--- src/sv/bsmt_pkg.sv ---
package bsmt_pkg;

    // Command codes carried in the low two bits of an input beat.
    localparam logic [1:0] CMD_QUERY  = 2'd0;
    localparam logic [1:0] CMD_INSERT = 2'd1;
    localparam logic [1:0] CMD_REMOVE = 2'd2;

    // Control flags of the token that walks the cell chain.
    typedef struct packed {
        logic active;   // token present in this stage
        logic apply;    // 0: search pass, 1: apply pass
        logic hit;      // search: some earlier cell holds the value
        logic free;     // search: some earlier cell is unused
        logic claimed;  // apply: the insert has already taken a slot
        logic do_ins;   // apply: store the value in the first free slot
        logic do_rem;   // apply: clear the slot that holds the value
    } tok_flags_t;

endpackage

--- src/sv/bsmt_cell.sv ---
module bsmt_cell
    import bsmt_pkg::*;
#(
    parameter int VALUE_WIDTH = 32
) (
    input  logic                   aclk,
    input  logic                   aresetn,
    input  tok_flags_t             in_flags,
    input  logic [VALUE_WIDTH-1:0] in_value,
    output tok_flags_t             out_flags,
    output logic [VALUE_WIDTH-1:0] out_value
);

    logic [VALUE_WIDTH-1:0] slot_value_reg;
    logic                   slot_valid_reg;
    logic                   slot_valid_next;
    logic                   slot_load;
    tok_flags_t             flags_reg;
    tok_flags_t             flags_next;
    logic [VALUE_WIDTH-1:0] value_reg;
    logic                   match;
    logic                   claim;

    assign match = slot_valid_reg && (slot_value_reg == in_value);
    assign claim = in_flags.active && in_flags.apply && in_flags.do_ins
                   && !in_flags.claimed && !slot_valid_reg;

    always_comb begin
        flags_next      = in_flags;
        slot_valid_next = slot_valid_reg;
        slot_load       = 1'b0;
        if (in_flags.active && !in_flags.apply) begin
            flags_next.hit  = in_flags.hit | match;
            flags_next.free = in_flags.free | !slot_valid_reg;
        end else if (in_flags.active && in_flags.apply) begin
            if (claim) begin
                slot_valid_next    = 1'b1;
                slot_load          = 1'b1;
                flags_next.claimed = 1'b1;
            end
            if (in_flags.do_rem && match) begin
                slot_valid_next = 1'b0;
            end
        end
    end

    always_ff @(posedge aclk) begin
        if (!aresetn) begin
            slot_valid_reg <= 1'b0;
            flags_reg      <= '0;
        end else begin
            slot_valid_reg <= slot_valid_next;
            flags_reg      <= flags_next;
        end
    end

    always_ff @(posedge aclk) begin
        value_reg <= in_value;
        if (slot_load) begin
            slot_value_reg <= in_value;
        end
    end

    assign out_flags = flags_reg;
    assign out_value = value_reg;

endmodule

--- src/sv/bounded_set_membership_table.sv ---
// Bounded set membership table. The block holds up to DEPTH distinct values
// in a chain of DEPTH cells, each cell owning one slot (a value and an
// occupancy bit). Every input beat carries a command (query, insert, remove;
// the unused code acts as a query) and a value, and yields exactly one
// result beat with was_present, changed, full_error, the element count after
// the command (low five bits) and an empty flag. Only the low VALUE_WIDTH
// bits of the value take part. The block works on one command at a time: a
// token first walks the whole chain to learn whether the value is present
// and whether a free slot exists, then walks it again to store or clear the
// slot. The result beat is registered after the apply token leaves the last
// cell, and a new command is accepted only after that result is loaded, so
// no new command is taken before the last one is through. Inserts fill the
// lowest-numbered free slot. A result beat that waits for m_tready does not
// hold up acceptance of the next command; only a second finished result
// waits for the first to drain, and the input stalls while it does. No
// clearing pass is needed after reset.
module bounded_set_membership_table
    import bsmt_pkg::*;
#(
    parameter int DEPTH       = 16,
    parameter int VALUE_WIDTH = 32
) (
    input  logic        aclk,
    input  logic        aresetn,
    input  logic        s_tvalid,
    output logic        s_tready,
    // Bits from the lowest up: command [1:0], value [33:2], zero fill [39:34].
    input  logic [39:0] s_tdata,
    output logic        m_tvalid,
    input  logic        m_tready,
    // Bits from the lowest up: was_present [0], changed [1], full_error [2],
    // count [7:3], is_empty [8], zero fill [15:9].
    output logic [15:0] m_tdata
);

    localparam int CNT_W = $clog2(DEPTH + 1);

    // Controller states.
    localparam logic [1:0] ST_IDLE   = 2'd0;
    localparam logic [1:0] ST_SEARCH = 2'd1;
    localparam logic [1:0] ST_APPLY  = 2'd2;
    localparam logic [1:0] ST_DONE   = 2'd3;

    logic [1:0]             state_reg;
    logic [1:0]             state_next;
    logic [1:0]             cmd_reg;
    logic [VALUE_WIDTH-1:0] value_reg;
    logic [CNT_W-1:0]       count_reg;
    logic [CNT_W-1:0]       count_next;
    logic                   hit_reg;
    logic                   changed_reg;
    logic                   full_reg;
    logic                   m_tvalid_reg;
    logic [15:0]            m_tdata_reg;

    logic                   s_accept;
    logic                   out_load;
    logic                   search_end;
    logic                   apply_end;
    logic                   do_ins;
    logic                   do_rem;
    logic                   full_now;

    logic [VALUE_WIDTH+31:0] value_ext;
    logic [VALUE_WIDTH-1:0]  in_value;
    logic [CNT_W+4:0]        count_ext;

    tok_flags_t             head_flags;
    logic [VALUE_WIDTH-1:0] head_value;
    tok_flags_t             chain_flags [DEPTH];
    logic [VALUE_WIDTH-1:0] chain_value [DEPTH];
    tok_flags_t             tail_flags;

    // The value field is 32 bits wide; the set works on its low VALUE_WIDTH
    // bits, zero-extended when VALUE_WIDTH is wider than the field.
    assign value_ext = {{VALUE_WIDTH{1'b0}}, s_tdata[33:2]};
    assign in_value  = value_ext[VALUE_WIDTH-1:0];

    assign s_tready = (state_reg == ST_IDLE);
    assign s_accept = s_tvalid && s_tready;
    assign out_load = (state_reg == ST_DONE) && (!m_tvalid_reg || m_tready);

    assign tail_flags = chain_flags[DEPTH-1];
    assign search_end = (state_reg == ST_SEARCH) && tail_flags.active && !tail_flags.apply;
    assign apply_end  = (state_reg == ST_APPLY) && tail_flags.active && tail_flags.apply;

    // Decisions taken when the search token leaves the last cell.
    assign do_ins   = (cmd_reg == CMD_INSERT) && !tail_flags.hit && tail_flags.free;
    assign do_rem   = (cmd_reg == CMD_REMOVE) && tail_flags.hit;
    assign full_now = (cmd_reg == CMD_INSERT) && !tail_flags.hit && !tail_flags.free;

    // Token entering the first cell: a search token on acceptance, an apply
    // token when the search token comes out of the chain.
    always_comb begin
        head_flags = '0;
        head_value = value_reg;
        if (s_accept) begin
            head_flags.active = 1'b1;
            head_value        = in_value;
        end else if (search_end) begin
            head_flags.active = 1'b1;
            head_flags.apply  = 1'b1;
            head_flags.do_ins = do_ins;
            head_flags.do_rem = do_rem;
        end
    end

    generate
        for (genvar i = 0; i < DEPTH; i++) begin : g_cell
            if (i == 0) begin : g_head
                bsmt_cell #(
                    .VALUE_WIDTH(VALUE_WIDTH)
                ) u_cell (
                    .aclk     (aclk),
                    .aresetn  (aresetn),
                    .in_flags (head_flags),
                    .in_value (head_value),
                    .out_flags(chain_flags[i]),
                    .out_value(chain_value[i])
                );
            end else begin : g_body
                bsmt_cell #(
                    .VALUE_WIDTH(VALUE_WIDTH)
                ) u_cell (
                    .aclk     (aclk),
                    .aresetn  (aresetn),
                    .in_flags (chain_flags[i-1]),
                    .in_value (chain_value[i-1]),
                    .out_flags(chain_flags[i]),
                    .out_value(chain_value[i])
                );
            end
        end
    endgenerate

    // Element count follows the decision at the end of the search pass.
    always_comb begin
        count_next = count_reg;
        if (search_end && do_ins) begin
            count_next = count_reg + CNT_W'(1);
        end else if (search_end && do_rem && (count_reg != '0)) begin
            count_next = count_reg - CNT_W'(1);
        end
    end

    always_comb begin
        state_next = state_reg;
        case (state_reg)
            ST_IDLE: begin
                if (s_accept) begin
                    state_next = ST_SEARCH;
                end
            end
            ST_SEARCH: begin
                if (search_end) begin
                    state_next = ST_APPLY;
                end
            end
            ST_APPLY: begin
                if (apply_end) begin
                    state_next = ST_DONE;
                end
            end
            ST_DONE: begin
                if (out_load) begin
                    state_next = ST_IDLE;
                end
            end
            default: begin
                state_next = ST_IDLE;
            end
        endcase
    end

    always_ff @(posedge aclk) begin
        if (!aresetn) begin
            state_reg    <= ST_IDLE;
            count_reg    <= '0;
            m_tvalid_reg <= 1'b0;
        end else begin
            state_reg <= state_next;
            count_reg <= count_next;
            if (out_load) begin
                m_tvalid_reg <= 1'b1;
            end else if (m_tready) begin
                m_tvalid_reg <= 1'b0;
            end
        end
    end

    assign count_ext = {5'd0, count_reg};

    always_ff @(posedge aclk) begin
        if (s_accept) begin
            cmd_reg   <= s_tdata[1:0];
            value_reg <= in_value;
        end
        if (search_end) begin
            hit_reg     <= tail_flags.hit;
            changed_reg <= do_ins || do_rem;
            full_reg    <= full_now;
        end
        if (out_load) begin
            m_tdata_reg <= {7'd0, (count_reg == '0), count_ext[4:0],
                            full_reg, changed_reg, hit_reg};
        end
    end

    assign m_tvalid = m_tvalid_reg;
    assign m_tdata  = m_tdata_reg;

endmodule
--- config.mk ---
export PLATFORM = sky130hd
export DESIGN_NAME = bounded_set_membership_table
export DESIGN_NICKNAME = d
export VERILOG_FILES = /design/src/sv/bsmt_pkg.sv /design/src/sv/bsmt_cell.sv /design/src/sv/bounded_set_membership_table.sv
export SDC_FILE = /design/constraint.sdc
export NUM_CORES = 1
export LEC_CHECK = 0
export ABC_AREA = 0
export BUFFER_PORTS_ARGS = -buffer_cell sky130_fd_sc_hd__buf_2
export CAP_MARGIN = 10
export CORE_ASPECT_RATIO = 1.2
export CORE_MARGIN = 2
export CORE_UTILIZATION = 55
export DETAILED_ROUTE_END_ITERATION = 6
export PLACE_DENSITY = 0.71
export SETUP_SLACK_MARGIN = 0.15
export SLEW_MARGIN = 20
export SYNTH_ARGS = -nofsm -noshare
export SYNTH_HDL_FRONTEND = slang
export SYNTH_SLANG_ARGS = --single-unit
--- constraint.sdc ---
create_clock -name aclk -period 10.3 [get_ports aclk]
set_input_delay 0.515 -clock aclk [delete_from_list [all_inputs] [get_ports aclk]]
set_output_delay 0.515 -clock aclk [all_outputs]
set_load 0.01 [all_outputs]
-- Yosys cells after proc, flatten, opt, wreduce, memory -nomap -nowiden
Cells that the tools add are included.
- output and inout port bits: 18
- logic and storage cells: 605
- input port bits: 44
- bits in registers: 1139
- $add $sub $neg: 2
- reductions and logical operators: 216
- mux-type cells: 152
- eq/ne operators: 25
- bitwise operators: 46
- operators with widths (operator ; count):
    32-bit == test ; 16
    1-bit two-way mux ; 126
    1-bit logical AND ; 124
    1-bit zero test ; 51
    3-bit AND reduction ; 16
    2-bit two-way mux ; 22
    2-bit nonzero test ; 18
    32-bit two-way mux ; 1
    1-bit bitwise OR ; 30
    1-bit NOT ; 16
    5-bit two-way mux ; 2
    2-bit one-hot mux with 4 select lines ; 1
    2-bit == test, second input constant ; 3
    2-bit inequality test, second input constant ; 3
    5-bit by 1-bit adder with 5-bit output, second input constant ; 1
    5-bit zero test ; 1
    5-bit nonzero test ; 1
    5-bit by 1-bit subtractor with 5-bit output, second input constant ; 1
    2-bit by 1-bit == test with 1-bit output, second input constant ; 2
    4-bit AND reduction ; 1
    2-bit zero test ; 1
    1-bit logical OR ; 2
    2-bit by 1-bit inequality test with 1-bit output, second input constant ; 1
    2-bit AND reduction ; 1

-- Longest topological paths before layout
Gate-level depths: netlist (run 1).
- word-level depth: 11
- depth in mapped cells: 12
- mapped depth without buffers: 11

-- Hierarchy
A second synthesis (run 1) with hierarchy kept.
- cells, all modules: 2320
- area total of the unflattened synthesis: 38051.5 µm²
- modules (own cells, without submodules) (module ; cells each ; area an instance (µm²) ; instances):
    bsmt_cell ; 134 ; 2238.4 ; 16
    bounded_set_membership_table ; 176 ; 2237.1 ; 1

-- Worst setup path before layout (run 1)
No wires, ideal clock.
- path kind: reg-to-reg
- start: register state_reg[0]
- end: register g_cell[0].g_head.u_cell.slot_value_reg[0], enable pin
- arrival: 3507 ps
- data required time: 9839 ps
- cell stages (with the launch flop): 8
- slack: 6333 ps
- path buffers: 2
- library setup time: 461 ps
- cell sequence: dfxtp_1 -> inv_1 -> ha_1 -> nand2_2 -> inv_4 -> buf_6 -> clkbuf_1 -> nor3_1
- RTL lines (what ; line ; source):
    from (decl) ; bounded_set_membership_table.sv:44 ; logic [1:0] state_reg;
    from (signal assigned) ; bounded_set_membership_table.sv:181 ; state_reg <= state_next;
    to (signal assigned) ; bsmt_cell.sv:60 ; slot_value_reg <= in_value;
    to (decl) ; bsmt_cell.sv:14 ; logic [VALUE_WIDTH-1:0] slot_value_reg;

-- Final worst setup path (run 1)
- start: register state_reg[1]
- end: register g_cell[0].g_head.u_cell.slot_valid_reg
- longest elaborated chain between the ends: 10
- elaborated cells between the ends (all ways): 23
- those cells by class: eq/ne: 2; mux: 7; bitwise: 1; reduce/logical: 13
- ends and longest elaborated chain (what ; line ; source):
    parallel branches: the longest is 10 deep, another holds 32-bit two-way mux ; n/a ;
    to (signal assigned) ; bsmt_cell.sv:52 ; slot_valid_reg <= slot_valid_next;
    to (decl) ; bsmt_cell.sv:15 ; logic slot_valid_reg;
Parallel ways; which one is timed is not known.
A chain may end at the register's enable or synchronous reset.

==> run_results.csv, run 1 <==
group,metric,value,unit
outcome,status,"finished clean",
power_and_ir_drop,cellLeakagePower,15.5,nW
grt,antenna_found_initial,1,
route,avgViaCountPerCell,5.12,
worst_setup_path,r2r_slack,6.59,ns
timing,finalMaxSlewViolations,0,
route,vias,17460,
power_and_ir_drop,combPwrFrac,8.9,%
grt,grt_max_degree,70,
worst_setup_path,critPathKind,"flop to flop",
timing,rsz0062_at_grt,"no",
place,hpwl,45700,µm
power_and_ir_drop,power.density,295,nW/µm²
worst_setup_path,cp.required,10.80,ns
grt,grt_usage,19.3,%
worst_setup_path,cp-end-kind,"flop",
route,totalWireLength,64700,µm
run,max_cap_violations,0,
die,die_area,68100,µm²
power_and_ir_drop,p_seq_share,58.5,%
place,gp_congestion,0.838,
die,dieHeight,286,µm
route,first_pass_iters,5,
grt,grt_use_met1,21.2,%
worst_hold_path,hp-class,"input port to flop",
clock_network,clkLatencyLatePin,0.66,ns
die,die_w,239,µm
logic_synthesis,syn_avg_cell_area,15.5,µm²
logic_synthesis,synth_ff_type,"dfxtp_1",
logic_synthesis,netlist_instances,2337,
logic_synthesis,synth_area,36300,µm²
route,drc,0,
logic_synthesis,ys_top_cells_by_area,"edfxtp_1, dfxtp_1, xor2_1",
timing,period_needed,3.71,ns
timing,fin_tns_setup,0,ns
timing,tightest_slew,0.987,ns
finish,area_growth,13.7,%
timing,hold_viol,0,
die,start_util,55.4,%
timing,finalCritPeriodShare,36.1,%
worst_setup_path,arrival,4.21,ns
finish,num_antenna_cells,0,
route,post_drt_wl_per_cell,19.0,µm
power_and_ir_drop,power_frac_clock,32.6,%
clock_network,cts_buffer_depth,3,
logic_synthesis,synthArstFlopShare,0,%
logic_synthesis,yosys_warnings,0,
clock_network,cts_made_buffers,102,
timing,fin_skew,0.0323,ns
grt,grt_pass1_vias,18299,
clock_network,cts-resized-gates,0,
logic_synthesis,yosysTopAreaCellShare,43.5,%
clock_network,clkTransAtPathRegs,0.06,ns
clock_network,htree_levels,3,
power_and_ir_drop,swShare,26.8,%
power_and_ir_drop,internal_power,8.91,mW
grt,grt_first_pass_wirelength,101000,µm
logic_synthesis,synth_seq_cells,1139,
die,ioPinCount,62,
finish,largest_register_ffs,480,
power_and_ir_drop,power_switching,3.27,mW
clock_network,cts_tree,"built",
place,portBuffers,48,
worst_setup_path,cp_max_fo,36,
finish,final_util,63.0,%
worst_setup_path,critPathLaunchType,"flop",
grt,use_met3,3.24,%
logic_synthesis,synth_top_area_cell,"edfxtp_1",
clock_network,clock_tree.root_cell,"clkbuf_16",
die,core,65600,µm²
grt,grt_overflow,0,
logic_synthesis,yosysSeqAreaShare,77.2,%
route,drt-initial-drc-count,988,
timing,fmax,0.269,GHz
clock_network,cts_num_sinks,1139,
grt,grt_most_used_layer,"met2",
power_and_ir_drop,peakVddDrop,0.000154,V
power_and_ir_drop,fin_total_pwr,12.2,mW
finish,drive_gt1_share,10.2,%
logic_synthesis,synth_edf_count,526,
route,ant_nets,0,
finish,nNetsFinal,2534,
die,rows,103,
timing,slew_headroom,34.2,%
grt,use_met2,36.3,%
logic_synthesis,ys_types,56,
timing,final-setup-viol-count,0,
## cell usage after synthesis (3+ instances only)
library cell / count
a211oi_1: 4
a21bo_2: 8
a21o_1: 6
a21oi_1: 15
a221oi_1: 3
a31oi_1: 32
a41oi_1: 16
and2_1: 43
buf_2: 5
buf_4: 7
clkbuf_1: 16
dfxtp_1: 613
edfxtp_1: 526
ha_1: 8
inv_1: 49
mux2i_1: 8
nand2_1: 54
nand3_1: 63
nand4_1: 16
nor2_1: 118
nor3_1: 45
nor4_1: 108
o21ai_0: 21
o221ai_1: 3
xnor2_1: 35
xor2_1: 472
## layout make-up
type                       instances  area (µm²)
clock buffer                     139        2880
clock inverter                    52         719
fill                            4626       24300
inverter                          51         195
multi-input combinational       1122        8020
sequential                      1139       28100
tap                              840        1050
timing repair buffer              65         370
## metrics by stage
step	setup slack, ns	instance area [µm²]	hold WS (ns)	std cells
after floorplan	6.33	36400	0.347	2343
after global placement	6.72	37700	0.363	3216
after detailed placement	6.68	37700	0.361	3216
after CTS	6.65	41300	0.00295	3408
after global routing	6.34	41300	0.0223	3408
final	6.59	41300	0.0496	3408
## power groups by stage
| stage | Sequential, mW | Clock, mW | Combinational, mW |
|---|---|---|---|
| finish | 7.13 | 3.97 | 1.09 |
| global placement | 7.22 | 0 | 1.04 |
| floorplan | 6.71 | 0 | 0.886 |
| CTS | 7.19 | 4.04 | 1.10 |
| global route | 7.28 | 4.21 | 1.22 |
| detailed placement | 7.28 | 0 | 1.07 |
## worst paths after layout
check,from,to,cells after the start
setup / recovery,state_reg[1],g_cell[0].g_head.u_cell.slot_valid_reg,9
hold / removal,s_tdata[0],cmd_reg[0],1
setup reg to reg,state_reg[1],g_cell[0].g_head.u_cell.slot_valid_reg,9
hold reg to reg,g_cell[9].g_body.u_cell.out_value[20],g_cell[10].g_body.u_cell.out_value[20],0
## kinds of logic (layout without fill, tap and decap cells)
group	after synthesis	count (layout)	share of synthesized area [%]
adders and majority gates	9	9	0.331
buffers and inverters	82	307	0.964
DFF	1139	1139	77.2
and+or+nand+nor	465	465	6.53
AOI/OAI and AO/OA	122	122	2.33
xor gates and xnor gates	507	507	12.2
muxes	12	12	0.365
other	1	7	0.0103
## routing by layer
layer	part of all wire [%]	wire length, µm
met2	55	35500
met3	3.2	2050
met1	38	24600
met4	3.9	2500
met5	0.020	13
## timing repair
item / in CTS / in global routing
hold endpoints to repair: 1 / 0
buffers inserted: 0 / 0
hold buffers: 1 / 0
## cells in the final DEF (no fill, tap or decap), types with 7 or more instances in the layout
cell type / synthesis / final
dfxtp_1: 613 / 613
edfxtp_1: 526 / 526
xor2_1: 472 / 472
nor2_1: 118 / 117
nor4_1: 108 / 108
clkbuf_16: 0 / 104
nand3_1: 63 / 63
nand2_1: 54 / 54
inv_1: 49 / 49
buf_2: 5 / 48
and2_1: 43 / 43
xnor2_1: 35 / 35
a31oi_1: 32 / 32
nor3_1: 45 / 30
clkinv_2: 0 / 23
o21ai_0: 21 / 21
clkbuf_1: 16 / 20
nand4_1: 16 / 16
a41oi_1: 16 / 16
buf_4: 7 / 16
nor3_2: 0 / 15
a21oi_1: 15 / 15
bufinv_16: 0 / 15
clkbuf_8: 0 / 14
a21bo_2: 8 / 8
mux2i_1: 8 / 8
ha_1: 8 / 8
conb_1: 1 / 7
## worst max-delay path: stages, from the launching register on
cell and delay (ns):
dfxtp_1 0.34, inv_1 0.11, ha_1 0.72, nand2_2 0.51
inv_4 0.51, mux2i_1 0.44, o2111ai_1 0.14, nor4_1 0.36
o2111a_1 0.29, a41oi_1 0.11
Power figures use the tool's default switching activity.
==> run 2, diff against run 1 <==
--- a/config.mk
+++ b/config.mk
@@ -5,14 +5,14 @@
 export SDC_FILE = /design/constraint.sdc
 export NUM_CORES = 1
 export LEC_CHECK = 0
-export ABC_AREA = 0
+export ABC_AREA = 1
 export BUFFER_PORTS_ARGS = -buffer_cell sky130_fd_sc_hd__buf_2
 export CAP_MARGIN = 10
 export CORE_ASPECT_RATIO = 1.2
 export CORE_MARGIN = 2
 export CORE_UTILIZATION = 55
 export DETAILED_ROUTE_END_ITERATION = 6
-export PLACE_DENSITY = 0.71
+export PLACE_DENSITY = 0.74
 export SETUP_SLACK_MARGIN = 0.15
 export SLEW_MARGIN = 20
 export SYNTH_ARGS = -nofsm -noshare
==> constraint.sdc (replaced) <==
create_clock -name aclk -period 3.2 [get_ports aclk]
set_input_delay 0.16 -clock aclk [delete_from_list [all_inputs] [get_ports aclk]]
set_output_delay 0.16 -clock aclk [all_outputs]
set_load 0.01 [all_outputs]
==> run 2 against run 1 <==
Compared with the run above: area after synthesis grew 6.4%; die area grew 6.3%; via count grew 26%; critical path depth grew 4; global-route usage shrank 0.89 points; highest routed layer is now met4; synthesized cell count grew 42%; hold slack gained 0.069 ns.
==> run_results.csv, run 2 <==
group,metric,value,unit
outcome,status,"finished clean",
timing,fin_tns_setup,0,ns
power_and_ir_drop,power.density,901,nW/µm²
route,post_drt_wl_per_cell,14.6,µm
grt,grt_usage,18.4,%
finish,largest_register_ffs,480,
die,rows,106,
clock_network,clkLatencyLatePin,0.65,ns
logic_synthesis,synth_edf_count,526,
grt,grt_max_degree,65,
timing,period_needed,2.52,ns
power_and_ir_drop,power_switching,10.6,mW
clock_network,cts_made_buffers,105,
finish,multi_input_area,8560,µm²
clock_network,cts_num_sinks,1139,
logic_synthesis,ys_top_cells_by_area,"edfxtp_1, dfxtp_1, nand2_1",
worst_setup_path,worst_path_max_delay_cell,"inv_2",
worst_setup_path,cp-end-kind,"flop",
logic_synthesis,ys_types,35,
finish,num_antenna_cells,0,
route,drt-initial-drc-count,1076,
route,first_pass_iters,5,
logic_synthesis,yosysMostFrequentCell,"dfxtp_1",
finish,drive_gt1_share,8.96,%
worst_hold_path,hp-class,"input port to flop",
power_and_ir_drop,swShare,26.6,%
die,dieHeight,294,µm
finish,final_common_cell,"dfxtp_1",
worst_setup_path,cp.required,3.75,ns
logic_synthesis,synth_common_cells,"dfxtp_1, nand2_1, edfxtp_1",
power_and_ir_drop,internal_power,29.2,mW
timing,finalMaxSlewViolations,0,
clock_network,clkTransAtPathRegs,0.06,ns
worst_setup_path,arrival,3.07,ns
finish,seqCellArea,28100,µm²
logic_synthesis,yosysTopAreaCellShare,40.9,%
power_and_ir_drop,peakVddDrop,0.000710,V
place,place_ws,0.762,ns
clock_network,htree_levels,3,
grt,grt_pass1_vias,22632,
logic_synthesis,syn_avg_cell_area,11.6,µm²
finish,area_growth,14.1,%
clock_network,cts_tree,"built",
power_and_ir_drop,p_seq_share,56.0,%
timing,finalCritPeriodShare,78.7,%
route,drc,0,
clock_network,clock_tree.root_cell,"clkbuf_16",
power_and_ir_drop,power_frac_clock,32.5,%
worst_setup_path,rr_worst_depth,13,
timing,tightest_slew,0.943,ns
route,ant_nets,0,
timing,slew_headroom,37.1,%
power_and_ir_drop,cellLeakagePower,18.0,nW
worst_setup_path,cp_max_fo,44,
die,die_area,72400,µm²
worst_setup_path,slowest_delay,0.42,ns
worst_hold_path,min_path_cells,3,
logic_synthesis,synth_ff_type,"dfxtp_1",
power_and_ir_drop,combPwrFrac,11.5,%
die,ioPinCount,62,
logic_synthesis,yosysSeqAreaShare,72.6,%
timing,fin_skew,0.0274,ns
logic_synthesis,netlist_instances,3328,
finish,nFillCells,5065,
place,hpwl,46000,µm
place,gp_congestion,0.881,
die,core,69600,µm²
place,portBuffers,48,
route,vias,22011,
timing,setup_ws,0.681,ns
route,totalWireLength,66100,µm
clock_network,cts_buffer_depth,3,
grt,grt_overflow,0,
worst_setup_path,critPathKind,"flop to flop",
logic_synthesis,synth_top_area_cell,"edfxtp_1",
die,start_util,55.5,%
timing,final-setup-viol-count,0,
clock_network,cts_setup_buffers,0,
timing,rsz0062_at_grt,"no",
run,max_cap_violations,0,
worst_setup_path,critPathLaunchType,"flop",
die,die_w,246,µm
grt,antenna_found_initial,1,
grt,grt_first_pass_wirelength,106000,µm
logic_synthesis,synth_area,38700,µm²
finish,final_cell_mix,"dfxtp_1, nand2_1, edfxtp_1",
logic_synthesis,synth_seq_cells,1139,
logic_synthesis,synthArstFlopShare,0,%
worst_setup_path,cpMostUsedCell,"nand2_1",
timing,fmax,0.397,GHz
route,avgViaCountPerCell,4.87,
finish,nNetsFinal,3564,
timing,hold_viol,0,
worst_setup_path,worstPathCellList,"inv_1, ha_1, nand2_8, inv_2, nand2_1, nand3_1, nand2_1, nor2_1, nand4_1, nor2_1, nand3_1, nand2_1, inv_1",
logic_synthesis,yosys_warnings,0,
power_and_ir_drop,fin_total_pwr,39.7,mW
run 2: changes by cell type after synthesis, moves of 77 or more:
| cell | before | now |
|---|---|---|
| nand2_1 | 54 | 578 |
| inv_1 | 49 | 506 |
| xor2_1 | 472 | 117 |
| nor2_1 | 118 | 246 |
| nor4_1 | 108 | 2 |
| nand4_1 | 16 | 93 |
run 2: final timing paths:
| path | startpoint | end | slack (ns) |
|---|---|---|---|
| worst max-delay path | state_reg[1] | g_cell[0].g_head.u_cell.slot_valid_reg | 0.68 |
| worst min-delay path | s_tvalid | g_cell[0].g_head.u_cell.out_value[28] | 0.12 |
| worst max register to register | state_reg[1] | g_cell[0].g_head.u_cell.slot_valid_reg | 0.68 |
| worst min register to register | g_cell[4].g_body.u_cell.out_value[11] | g_cell[5].g_body.u_cell.out_value[11] | 0.36 |
run 2: repair_timing:
action,CTS,global route
hold endpoints to repair,67,0
gates resized for setup,0,0
hold buffers,35,0
run 2: cell families (layout without fill, tap and decap cells):
logic type	after synthesis	after routing	synth area share, %
and+or+nand+nor	1172	1172	13.1
AOI/OAI and AO/OA	243	243	3.41
xor gates and xnor gates	225	225	5.10
buffers and inverters	539	809	5.42
adders and majority gates	9	9	0.311
DFF	1139	1139	72.6
other	1	7	0.00970
run 2: area by class of cell:
cell class	count	area share (%)
repair buffers	102	1.69
multi-input cells	1656	19.4
inverters	507	4.31
well taps	918	2.60
clock buffers	141	6.96
clock inverters	59	1.40
flip-flops and latches	1139	63.6
run 2: power groups by stage:
stage / sequential, mW / combinational (mW) / clock (mW)
after floorplan: 21.5 / 3.67 / 0
after global placement: 22.3 / 4.33 / 0
after detailed placement: 22.6 / 4.50 / 0
after CTS: 22.4 / 4.62 / 13.1
after global routing: 22.8 / 5.20 / 13.7
final: 22.3 / 4.57 / 12.9
run 2: worst max-delay path, delay by kind of cell (launching register included):
family,cells,cell delay [ns]
adders and majority gates,1,0.31
buffers and inverters,3,0.58
DFF,1,0.33
and+or+nand+nor,9,1.20
run 2: layer usage:
layer / track usage, % / share of wire [%]
met1: 18.2 / 36
met2: 35.5 / 55
met3: 3.31 / 3.4
met4: 10.6 / 5.6
met5: 0 / 0
run 2: per-stage QoR:
stage / instance area, µm² / utilization (%) / std cells / hold WS (ns)
3_3_place_gp: 40100 / 57.6 / 4287 / 0.341
4_1_cts: 44100 / 63.4 / 4522 / 0.0886
2_1_floorplan: 38700 / - / 3334 / 0.259
5_1_grt: 44100 / 63.4 / 4522 / 0.127
3_5_place_dp: 40100 / 57.6 / 4287 / 0.340
6_report: 44100 / 63.4 / 4522 / 0.118
